$ cat config.mk
export PLATFORM = sky130hd
export DESIGN_NAME = sifb_ctrl
export DESIGN_NICKNAME = d
export VERILOG_FILES = /design/src/design/sifb_pkg.sv /design/src/design/sifb_ctrl.sv
export SDC_FILE = /design/constraint.sdc
export NUM_CORES = 1
export LEC_CHECK = 0
export CAP_MARGIN = 25
export CORE_AREA = 5 5 42 44
export DETAILED_ROUTE_END_ITERATION = 10
export DIE_AREA = 0 0 47 49
export DONT_BUFFER_PORTS = 1
export MAX_ROUTING_LAYER = met4
export PLACE_DENSITY_LB_ADDON = 0.3
export SYNTH_ARGS = -nofsm -noshare
export SYNTH_HDL_FRONTEND = slang
export SYNTH_SLANG_ARGS = --single-unit
$ cat constraint.sdc
create_clock -name clk -period 3.5 [get_ports clk]
set_input_delay 0.175 -clock clk [delete_from_list [all_inputs] [get_ports clk]]
set_output_delay 0.175 -clock clk [all_outputs]
set_load 0.01 [all_outputs]
$ cat src/design/sifb_pkg.sv
// Shared types and constants for the single-input FIR filter bank.
`timescale 1ns / 1ps

package sifb_pkg;

  localparam int SAMPLE_WIDTH  = 16;
  localparam int COEF_WIDTH    = 16;
  localparam int PROD_WIDTH    = 32;
  localparam int ACC_WIDTH     = 40;
  localparam int STRIDE_WIDTH  = 4;
  localparam int CHANNEL_WIDTH = 3;
  localparam int TAP_SEL_WIDTH = 6;
  localparam int MAX_CHANNELS  = 8;

  localparam logic [STRIDE_WIDTH-1:0] STRIDE_RESET = 4'd1;

  // item function codes
  localparam logic FUNC_COEF   = 1'b0;
  localparam logic FUNC_SAMPLE = 1'b1;

  typedef struct packed {
    logic                            func;
    logic [CHANNEL_WIDTH-1:0]        filter_select;
    logic [TAP_SEL_WIDTH-1:0]        tap_select;
    logic signed [COEF_WIDTH-1:0]    coef_value;
    logic signed [SAMPLE_WIDTH-1:0]  sample_value;
  } sifb_item_t;

  typedef struct packed {
    logic [CHANNEL_WIDTH-1:0]        channel;
    logic signed [ACC_WIDTH-1:0]     filtered_value;
    logic                            last;
  } sifb_result_t;

  // controller -> datapath / output buffer
  typedef struct packed {
    logic coef_we;
    logic sample_we;
    logic issue;
    logic load;
  } sifb_cmd_t;

  // datapath / output buffer -> controller
  typedef struct packed {
    logic pipe_busy;
    logic out_busy;
  } sifb_status_t;

endpackage

$ cat src/design/sifb_ctrl.sv
// Sequencer: accepts items, steps the tap address, hands sums to the output buffer.
`timescale 1ns / 1ps

module sifb_ctrl #(
  parameter int NUM_TAPS = 64,
  localparam int TW = (NUM_TAPS > 1) ? $clog2(NUM_TAPS) : 1
) (
  input  logic                 clk,
  input  logic                 rst,
  input  logic                 item_valid,
  input  logic                 item_func,
  output logic                 item_stall,
  input  sifb_pkg::sifb_status_t status,
  output sifb_pkg::sifb_cmd_t  cmd,
  output logic [TW-1:0]        tap_addr
);

  localparam logic [1:0] ST_IDLE  = 2'd0;
  localparam logic [1:0] ST_RUN   = 2'd1;
  localparam logic [1:0] ST_DRAIN = 2'd2;

  localparam logic [TW-1:0] TAP_LAST = TW'(NUM_TAPS - 1);

  logic [1:0]    state, state_next;
  logic [TW-1:0] tap_addr_next;

  always_comb begin
    state_next    = state;
    tap_addr_next = tap_addr;
    cmd           = '0;
    item_stall    = (state != ST_IDLE);
    unique case (state)
      ST_IDLE: begin
        if (item_valid) begin
          if (item_func == sifb_pkg::FUNC_SAMPLE) begin
            cmd.sample_we = 1'b1;
            tap_addr_next = '0;
            state_next    = ST_RUN;
          end else begin
            cmd.coef_we = 1'b1;
          end
        end
      end
      ST_RUN: begin
        cmd.issue = 1'b1;
        if (tap_addr == TAP_LAST) begin
          state_next = ST_DRAIN;
        end else begin
          tap_addr_next = tap_addr + TW'(1);
        end
      end
      ST_DRAIN: begin
        // wait for the MAC pipe to empty and the previous sums to be taken
        if (!status.pipe_busy && !status.out_busy) begin
          cmd.load   = 1'b1;
          state_next = ST_IDLE;
        end
      end
      default: begin
        state_next = ST_IDLE;
      end
    endcase
  end

  always_ff @(posedge clk) begin
    if (rst) begin
      state    <= ST_IDLE;
      tap_addr <= '0;
    end else begin
      state    <= state_next;
      tap_addr <= tap_addr_next;
    end
  end

endmodule

# == Word level (Yosys, flattened, before mapping) ==
# Index checks and enable logic that the tools add are counted.
# word_totals
regBits,8
out_inout_bits,11
elab_cells,35
# classes
n_eq_ne,8
reduce_logical,8
muxes,16
add_sub_neg,1
# ops
op,count
two-way mux 6 bit,3
two-way mux 2 bit,6
case mux 6 bit (2 select lines),1
"!= test 2 bit, second input constant",5
AND reduction 4 bit,2
"adder 6 x 1 -> 6 bit, second input constant",1
"== test 6 bit, second input constant",1
case mux 2 bit (3 select lines),1
two-way mux 1 bit,5
nonzero test 2 bit,2
"== test 2 x 1 -> 1 bit, second input constant",1
"== test 2 bit, second input constant",1
zero test 1 bit,2
zero test 2 bit,1
logical AND 1 bit,1

# == Longest topological paths before layout ==
# depth
word_depth,4
ltp_mapped,5
ltp_nobuf,5

# == Worst setup path after synthesis ==
# No wires, ideal clock.
# synth_timing
path_type,register to register
from,register tap_addr[0]
to,register tap_addr[3]
arrival_ns,1.533
path_slack_ns,1.844
stages_incl_launch_ff,6
path_cell_list,dfxtp_1 -> ha_1 -> and3_4 -> a211oi_4 -> nand4_1 -> mux2_1
# synth_via
elab_chain_cells,3
# synth_rtl
item,line,source
start: declaration,sifb_ctrl.sv:15,output logic [TW-1:0] tap_addr
start signal: assignment,sifb_ctrl.sv:71,tap_addr <= tap_addr_next;
adder 6 x 1 -> 6 bit or == test 6 bit (tied branches),"sifb_ctrl.sv:49, sifb_ctrl.sv:46",
two-way mux 6 bit or != test 2 bit (tied branches),-,
case mux 6 bit (2 select lines) or AND reduction 4 bit (tied branches),-,
# Several ways; a longest one is shown, not always the timed one. The select of a mux whose other input is x is not followed.
# A chain may end at the register's enable or synchronous reset.

# == Worst setup path in the final report ==
# Same ends and word-level chain as after synthesis.

==> results.json <==
{
  "endpoint": "tap_addr[3]",
  "relSlewSlack_pct": 66.9,
  "dieArea_um2": 2300,
  "r2r-end": "tap_addr[3]",
  "dpl_cell_area_um2": 459,
  "insertion_delay_ps": 260,
  "synthesis.area_um2": 450,
  "worstSetupPathType": "reg -> reg",
  "antenna_found_initial": 0,
  "outcome": "finished, final reports clean",
  "clock_path_buffers": 2,
  "fmax_mhz": 543,
  "worstMarginPinSlew_ps": 496,
  "cts_tree": "done",
  "nets": 61,
  "cts_made_buffers": 3,
  "hpwl_um": 727,
  "grt_usage_pct": 10.3,
  "period_needed_ps": 1840,
  "reg2reg_slack_ps": 1660,
  "setup_viol": 0,
  "synth_top_area_share_pct": 35.6,
  "drive_gt1_share_pct": 17.3,
  "synth.most_common_cell": "dfxtp_1",
  "grt_pass1_wl_um": 1650,
  "ys_ff_latch": 8,
  "max-cap-violations": 0,
  "yosys-top-cells-area": "dfxtp_1 36%, nand2b_1 5.6%, and3_4 5.0%",
  "avgRoutedWirePerCell_um": 14.0,
  "io_buffers": 0,
  "yosysSeqAreaShare_pct": 35.6,
  "die_x_um": 47,
  "clockRootBuffer": "clkbuf_4",
  "fin_crit_sh_pct": 52.6,
  "syn_area_per_cell_um2": 9.01,
  "place.gp.congestion": 0.731,
  "vdd.ir_drop.worst_mv": 0.158,
  "drv_slew": 0,
  "h-tree-depth": 1,
  "rsz0062_at_grt": "false",
  "whs_ps": 110,
  "synth.distinct_cells": 26,
  "synth_ff_type": "dfxtp_1",
  "first_pass_iters": 3,
  "drt_iter0_drc": 3,
  "yosys.area.top_type": "dfxtp_1",
  "startpoint": "tap_addr[0]",
  "avgViaCountPerCell": 5.68,
  "grt-ovfl-total": 0,
  "yosys_warnings": 0,
  "ant_nets": 0,
  "synthCells": 50,
  "hold_violations": 0,
  "critPathMaxFanout": 8,
  "synth_edf_count": 0,
  "grt_max_degree": 10,
  "start_kind": "flop",
  "powerDensity_nw_per_um2": 379,
  "utilization_pct": 35.1,
  "synth_common_cells": "8 x dfxtp_1, 6 x nor2_1, 4 x nand2b_1",
  "filler_cell_count": 154,
  "drc": 0,
  "syn-num-nets": 57,
  "core_area_um2": 1400,
  "pin_count": 17,
  "area_delta_synth_final_pct": 9.17,
  "numClockSinks": 8,
  "initial_utilization_pct": 32.1,
  "finalWirelength_um": 952,
  "power_leakage_nw": 0.180,
  "fin_tns_setup_ps": 0,
  "hp-class": "in -> reg",
  "endpoint_kind": "flop",
  "ys_async_sr_fraction_pct": 0,
  "row_count": 14,
  "n_antenna_cell": 0,
  "worstReg2RegStart": "tap_addr[0]",
  "fin_area_um2": 492,
  "arrival_ps": 1990,
  "fin_skew_ps": 6.63,
  "grt_pass1_vias": 374,
  "die_h_um": 49,
  "worstRegToRegCells": 5,
  "cp.required_ps": 3650,
  "vias": 386,
  "clkTransAtPathRegs_ps": 60
}
-- critical path, stage by stage, from the launching register on --
cell      delay, ps
dfxtp_1         380
ha_1            260
and3_4          210
a211oi_4        390
nand4_1         160
mux2_1          330
-- state kept, by name, indices dropped and copies added, names as in the netlist --
name      cells
state         2
tap_addr      6
-- final cells by class --
| cell class | count | area [µm²] | area share (%) |
|---|---|---|---|
| repair buffers | 1 | 10.0 | 2.04 |
| well taps | 16 | 20.0 | 4.07 |
| multi-input cells | 40 | 279 | 56.7 |
| flip-flops and latches | 8 | 160 | 32.6 |
| clock buffers | 3 | 22.5 | 4.58 |
-- worst min-delay path by stage --
| stage | depth (start not counted) | endpoint | start | slack (ps) |
|---|---|---|---|---|
| floorplan | 2 | state[1] | status[1] | 370 |
| global placement | 1 | state[1] | rst | 250 |
| detailed placement | 1 | state[1] | rst | 250 |
| CTS | 2 | tap_addr[1] | rst | 110 |
| global route | 2 | tap_addr[1] | rst | 110 |
| finish | 2 | tap_addr[1] | rst | 110 |
-- through the flow --
step | setup slack [ps] | total power, W | cells
detailed placement | 1670 | 0.000115 | 64
CTS | 1670 | 0.000189 | 68
finish | 1660 | 0.000186 | 68
global placement | 1690 | 0.000114 | 64
floorplan | 1840 | 0.000114 | 50
global route | 1570 | 0.000193 | 68
-- logic make-up (layout without fill, tap and decap cells) --
logic type                 Yosys count  after routing  synth area share (%)
AOI/OAI and AO/OA                   13             13                  23.3
adders and majority gates            1              1                  2.78
buffers and inverters                2              4                  2.50
DFF                                  8              8                  35.6
muxes                                1              1                  2.50
and+or+nand+nor                     25             25                  33.3
-- repair_timing --
item | 4_1_cts | 5_1_grt
resized for setup | 0 | 0
setup buffers | 0 | 0
hold endpoints to repair | 3 | 0
hold buffers | 1 | 0
-- cell usage in the layout, fill, tap and decap left out --
master,instances
a311oi_1,1
nand4b_1,1
a22o_1,2
and3_4,2
or2_2,1
ha_1,1
nand2b_1,4
a21oi_1,3
nor2b_1,1
nor3_1,2
o21ai_0,1
dfxtp_1,8
o21bai_1,1
nand3_1,1
nand2_1,2
mux2_1,1
nor3b_1,3
clkbuf_4,3
a211o_2,1
o22ai_1,2
nand3b_1,1
nand4_1,1
nor2_1,6
a21o_2,1
dlygate4sd3_1,1
a211oi_4,1
-- routing by layer --
metal,routed length (µm),up-vias,track usage (%),part of all wire [%]
li1,-,192,-,-
met1,392,176,11.7,41
met2,416,13,13.6,44
met3,103,5,4.06,11
met4,40,0,8.29,4.2
met5,0,-,-,0
-- power by group --
part           internal, W  leakage [nW]  switching, W
clock            0.0000394        0.0138     0.0000332
combinational   0.00000825         0.101     0.0000112
sequential       0.0000925        0.0647    0.00000190
total             0.000140         0.180     0.0000463
No activity file was read; power rests on OpenSTA's default activity.
