### config.mk
export PLATFORM = sky130hd
export DESIGN_NAME = sifb_outbuf
export DESIGN_NICKNAME = d
export VERILOG_FILES = /design/src/design/sifb_pkg.sv /design/src/design/sifb_outbuf.sv
export SDC_FILE = /design/constraint.sdc
export NUM_CORES = 1
export LEC_CHECK = 0
export BUFFER_PORTS_ARGS = -buffer_cell sky130_fd_sc_hd__buf_2
export CORE_UTILIZATION = 30
export CTS_CLUSTER_SIZE = 28
export DETAILED_ROUTE_END_ITERATION = 7
export RECOVER_POWER = 100
export SYNTH_ARGS = -nofsm -noshare
export SYNTH_HDL_FRONTEND = slang
export SYNTH_SLANG_ARGS = --single-unit
export TNS_END_PERCENT = 1
### constraint.sdc
create_clock -name clk -period 11.5 [get_ports clk]
set_input_delay 0.575 -clock clk [delete_from_list [all_inputs] [get_ports clk]]
set_output_delay 0.575 -clock clk [all_outputs]
set_load 0.01 [all_outputs]
### src/design/sifb_pkg.sv
// Shared types and constants for the single-input FIR filter bank.
`timescale 1ns / 1ps

package sifb_pkg;

  localparam int SAMPLE_WIDTH  = 16;
  localparam int COEF_WIDTH    = 16;
  localparam int PROD_WIDTH    = 32;
  localparam int ACC_WIDTH     = 40;
  localparam int STRIDE_WIDTH  = 4;
  localparam int CHANNEL_WIDTH = 3;
  localparam int TAP_SEL_WIDTH = 6;
  localparam int MAX_CHANNELS  = 8;

  localparam logic [STRIDE_WIDTH-1:0] STRIDE_RESET = 4'd1;

  // item function codes
  localparam logic FUNC_COEF   = 1'b0;
  localparam logic FUNC_SAMPLE = 1'b1;

  typedef struct packed {
    logic                            func;
    logic [CHANNEL_WIDTH-1:0]        filter_select;
    logic [TAP_SEL_WIDTH-1:0]        tap_select;
    logic signed [COEF_WIDTH-1:0]    coef_value;
    logic signed [SAMPLE_WIDTH-1:0]  sample_value;
  } sifb_item_t;

  typedef struct packed {
    logic [CHANNEL_WIDTH-1:0]        channel;
    logic signed [ACC_WIDTH-1:0]     filtered_value;
    logic                            last;
  } sifb_result_t;

  // controller -> datapath / output buffer
  typedef struct packed {
    logic coef_we;
    logic sample_we;
    logic issue;
    logic load;
  } sifb_cmd_t;

  // datapath / output buffer -> controller
  typedef struct packed {
    logic pipe_busy;
    logic out_busy;
  } sifb_status_t;

endpackage

### src/design/sifb_outbuf.sv
// Output buffer: holds one sample's sums and shifts them out one item per filter.
`timescale 1ns / 1ps

module sifb_outbuf #(
  parameter int LANES = 8
) (
  input  logic                                   clk,
  input  logic                                   rst,
  input  logic                                   load,
  input  logic signed [sifb_pkg::ACC_WIDTH-1:0]  acc [LANES],
  output logic                                   result_valid,
  input  logic                                   result_stall,
  output sifb_pkg::sifb_result_t                 result,
  output logic                                   out_busy
);

  localparam int AW  = sifb_pkg::ACC_WIDTH;
  localparam int CHW = sifb_pkg::CHANNEL_WIDTH;
  localparam logic [CHW-1:0] CH_LAST = CHW'(LANES - 1);

  logic signed [AW-1:0] res [LANES];
  logic [CHW-1:0]       idx;
  logic                 busy;
  logic                 take;
  logic                 is_last;

  assign take    = busy && !result_stall;
  assign is_last = (idx == CH_LAST);

  always_ff @(posedge clk) begin
    if (load) begin
      for (int i = 0; i < LANES; i++) begin
        res[i] <= acc[i];
      end
    end else if (take) begin
      for (int i = 0; i < LANES - 1; i++) begin
        res[i] <= res[i+1];
      end
    end
  end

  always_ff @(posedge clk) begin
    if (rst) begin
      busy <= 1'b0;
      idx  <= '0;
    end else if (load) begin
      busy <= 1'b1;
      idx  <= '0;
    end else if (take) begin
      if (is_last) begin
        busy <= 1'b0;
      end else begin
        idx <= idx + CHW'(1);
      end
    end
  end

  always_comb begin
    result.channel        = idx;
    result.filtered_value = res[0];
    result.last           = is_last;
  end

  assign result_valid = busy;
  assign out_busy     = busy;

endmodule

* Word-level counts from Yosys, hierarchy flattened
Memory sizes are Yosys's and may differ from the RTL's. Cells that the tools add are included.
Storage, ports and cells: bits in writable memories 320, input bits 324, output and inout port bits 46, memories 1, register bits after elaboration 4
Operators by class: reduce and logical (&&, ||, !) cells 7, bitwise gates (word level) 8, muxes and demuxes 15, equality and inequality tests 1, $add $sub $neg 1
Memories:
- res | depth 8, width 40, rd ports 8, clocked after memory_dff 0, write ports 8, line sifb_outbuf.sv:21 | logic signed [AW-1:0] res [LANES];
Operators with widths (count):
- 40-bit two-way mux | 7
- 1-bit two-way mux | 8
- 1-bit OR | 7
- 2-bit AND reduction | 2
- 2-bit nonzero test | 2
- 3-bit by 1-bit adder with 3-bit output (second input constant) | 1
- 3-bit equality test (second input constant) | 1
- 2-bit OR reduction | 1
- 1-bit logical AND | 1
- 1-bit zero test | 1
- 1-bit inverter | 1

* Logic depth before layout (Yosys ltp)
depth after elaboration 6, depth in mapped cells 5

* Least setup slack after synthesis
Ideal clock, no wire load.
path type input to register, start input port load, end memory res[0][0] (netlist bit), enable pin, stages 3, slack 3.038 ns, arrival time 7.769 ns, path through buf_4 -> buf_2 -> nand2b_1
RTL lines:
- from (decl) | line sifb_outbuf.sv:9 | input logic load,
- to (decl) | line sifb_outbuf.sv:21

==> metrics list <==
- The worst register-to-register path ends at res[0][12].
- Crit Path Category: input port to flop
- Fin Clk Skew: 0.0145 ns
- Synthesized instance count: roughly 700
- Worst Hold Depth: 1
- Post-layout minimum cycle time: 6.75 ns
* Post-cts resize count: 0
* Die width: 218 um
- DRT iter0 DRCs: between 400 and 500
- Startpoint of the tightest hold check path: acc[23]
- For the worst setup path, the data required time is ~12 ns.
- For this design, the CTS-stage hold fixing added 0 buffers.
- Number of cells after detailed placement: 1593
- The area growth from synthesis to layout is 20.6%.
- Entering global routing, the biggest net connects about 150 pins.
* Site Rows: 78
- Global routing used 11.9% of the available tracks.
- Cells with a size suffix above 1 make up 45.2% of the layout.
- The total overflow left after global routing is 0.
* Fraction of power consumed by the clock network: 43.4%
* Average vias per placed instance: roughly 4.1
* Placer Congestion: approximately 0.76
- TritonCTS built the clock tree.
- CTS saw between 300 and 400 sinks.
* Yosys top cell by area: edfxtp_1
- The critical path contains buffers and inverters numbering 3 combined.
- The die is roughly 220 um tall.
* Count of final setup violators: 0
- Largest delay share family, worst path: buffers and inverters
* Ranking of synthesized cells by area: edfxtp_1, mux2_4, mux2_1
- During synthesis, Yosys emitted a total of 0 warnings.
- Count of maximum capacitance violations: 4
* CTS buffer count: 38
- After detailed routing, the total wire length is about 30000 um.
- The run finished, with violations left.
- The final route contains 6897 vias.
- Setup repair after global routing left no endpoint under its margin.
- The worst path uses 58.7% of the clock period.
- Length of the first detailed-routing pass in iterations: 4
* P_sw: 0.000600 W
- Root cell of the clock tree: clkbuf_16
* Worst min-delay path category: input port to flop
- Worst supply voltage drop on vdd: about 0.00009 V
* Initial Util: about 31%
- Final Non-Filler Cells: 1673
- Final Net Count: 1359
- For this design the static power due to leakage is 6.33 nW.
- Mean instance size in the synthesized netlist: 20.2 um2
* Slowest stage cell on the critical path: clkbuf_1
- The H-tree was split into 2 levels.
- Design internal power: 0.00227 W
* Clock slew at reported path FFs: approximately 0.060 ns
- Endpoint with the worst hold slack: res[0][303]
- The share of total power dissipated in sequential elements is 50.1%.
- Wire length per cell after detailed routing: 17.7 um
- The number of global-route vias before repair came to 7211.
- In the final timing run, aggregate negative setup slack is 0 ns.
- Adder-cell share of the synthesized area: 0.179%
* Critical-path cell list: clkbuf_1, clkbuf_1, nand2b_1, buf_4
- For this design the ratio of total power to cell area is 170 nW/um2.
- The cell that appears most often on the critical path is clkbuf_1.
- During I/O placement, the number of pins put on the boundary was 370.
- Combinational Power Share: 6.5%
* Setup bufs post-CTS: 0
* Worst slew slack as a fraction of its limit: -184%
- Clock latency of the later-clocked register in the worst-skew pair: roughly 0.54 ns
- Worst EP arrival: 6.92 ns
- Kind of end point of the critical path: flop
* Switching power as a share of total power: between 20% and 30%
- After synthesis, the netlist uses 19 different library cells.
- Number of flip-flops and latches in the synthesized netlist: 324
- Register area share after synthesis: 69.2%
- Net Count, Synth: 1018
- Compound-cell area share of the yosys netlist: 0.0357%
- Violations in the final reports: capacitance limit, slew limit
- The final count of hold timing violations is 0.
* Depth of the worst register-to-register path: 4
- Total DRC errors in the routed layout: 0
- In the layout the commonest cells are buf_2, edfxtp_1, mux2_1.
* Fraction of the mapped netlist area in simple logic gates: 0.554%
- Worst Max-Slew Pin Slew: 4.25 ns
- The final-report max-slew violation count is ~190.
* Deepest clock path buffer count: 3
* Worst Setup Start Kind: input port
* Parity-gate share of the synthesized area counting xor and xnor cells: less than 1%
- Area share of the largest cell type after synthesis: 68.6%
- Main combinational cell family by area after synthesis: multiplexers
* Cell area after technology mapping: 14000 um2
- Leaving out fill and tap cells, the most frequent cell in the layout is buf_2.
* Total of buffers placed on input and output ports: 369
- The first global-routing pass estimated 42200 um of wire.
- Multiplexer cells account for 25.3% of the synthesized area.
* Beginning of the worst register-to-register path: out_busy
- In this run the remaining antenna-violating nets after routing total 0.
- The worst register-to-register path has a setup slack of 6.20 ns.
- Die outline area: 47500 um2
- Summed over all nets, the half-perimeter wirelength after detailed placement is 20200 um.
- Biggest cell delay along the critical path: 2.16 ns
- Derived from the worst setup path, the maximum achievable clock frequency is 0.148 GHz.
- In this run the worst path has a maximum fanout of 79.
* Initial antenna violation count: 14
- Area of the core: 45700 um2
-- area by class of cell --
class | count | area (um2)
Antenna cell | 12 | 30.0
Clock buffer | 45 | 1040
Clock inverter | 23 | 250
Fill cell | 4383 | 28800
Multi-Input combinational cell | 295 | 3280
Sequential cell | 324 | 9690
Tap cell | 600 | 751
Timing Repair Buffer | 374 | 1850
-- stage by stage --
stage,area (um2),worst slack [ns],util (%),hold WS [ns],power (W)
after global routing,16900,4.21,37.0,0.169,0.00298
after CTS,17300,8.36,37.9,0.169,0.00294
after detailed placement,16000,7.78,35.1,0.517,0.00168
after floorplan,14000,3.04,-,0.508,0.00161
after global placement,16000,7.82,35.1,0.513,0.00167
final,16900,4.75,37.0,0.206,0.00287
-- kinds of logic (layout without fill, tap and decap cells) --
logic type	after synthesis	count (layout)
AOI/OAI and AO/OA	1	1
xor gates and xnor gates	1	1
adders and majority gates	2	2
buffers and inverters	73	442
DFF	324	324
muxes	282	282
other	0	12
and+or+nand+nor	9	9
-- worst max-delay path by stage --
stage	from	to	slack [ns]	cells past startpoint
after CTS	load	res[0][131]	8.36	4
after global placement	load	res[0][11]	7.82	4
final	load	res[0][77]	4.75	4
after floorplan	load	res[0][0]	3.04	3
after detailed placement	load	res[0][12]	7.78	4
after global routing	load	res[0][12]	4.21	4
-- layer usage --
| layer | up-vias | GRT usage (%) | share of wire [%] |
|---|---|---|---|
| met3 | 63 | 3.49 | 5.5 |
| met1 | 3268 | 14.3 | 43 |
| met4 | 4 | 6.08 | 3.1 |
| li1 | 3354 | - | - |
| met5 | - | 0 | 0.074 |
| met2 | 208 | 19.4 | 49 |
-- synthesized netlist by cell type, drive strengths merged --
cell / number
buf: 73
nor3b: 1
nor2: 2
nand2b: 3
a21oi: 1
mux2: 280
nor3: 3
dfxtp: 4
mux2i: 2
ha: 2
xnor2: 1
edfxtp: 320
-- power groups by stage --
stage	registers [W]	logic, W	clock network [W]
2_1_floorplan	0.00147	0.000142	0
3_3_place_gp	0.00146	0.000210	0
3_5_place_dp	0.00146	0.000213	0
4_1_cts	0.00144	0.000215	0.00128
5_1_grt	0.00145	0.000206	0.00133
6_report	0.00144	0.000187	0.00125
-- worst reg2reg max path, delay by kind of cell (launching register included) --
family / cells / cell delay (ns)
buffers and inverters: 1 / 1.04
flip-flops: 1 / 0.43
multiplexers: 1 / 0.43
AND/OR/NAND/NOR: 2 / 3.15
-- flip-flops by register name (all words and copies together) (netlist names) --
register and flops:
res 320, out_busy 1, idx 3
(Power assumes the default switching activity.)
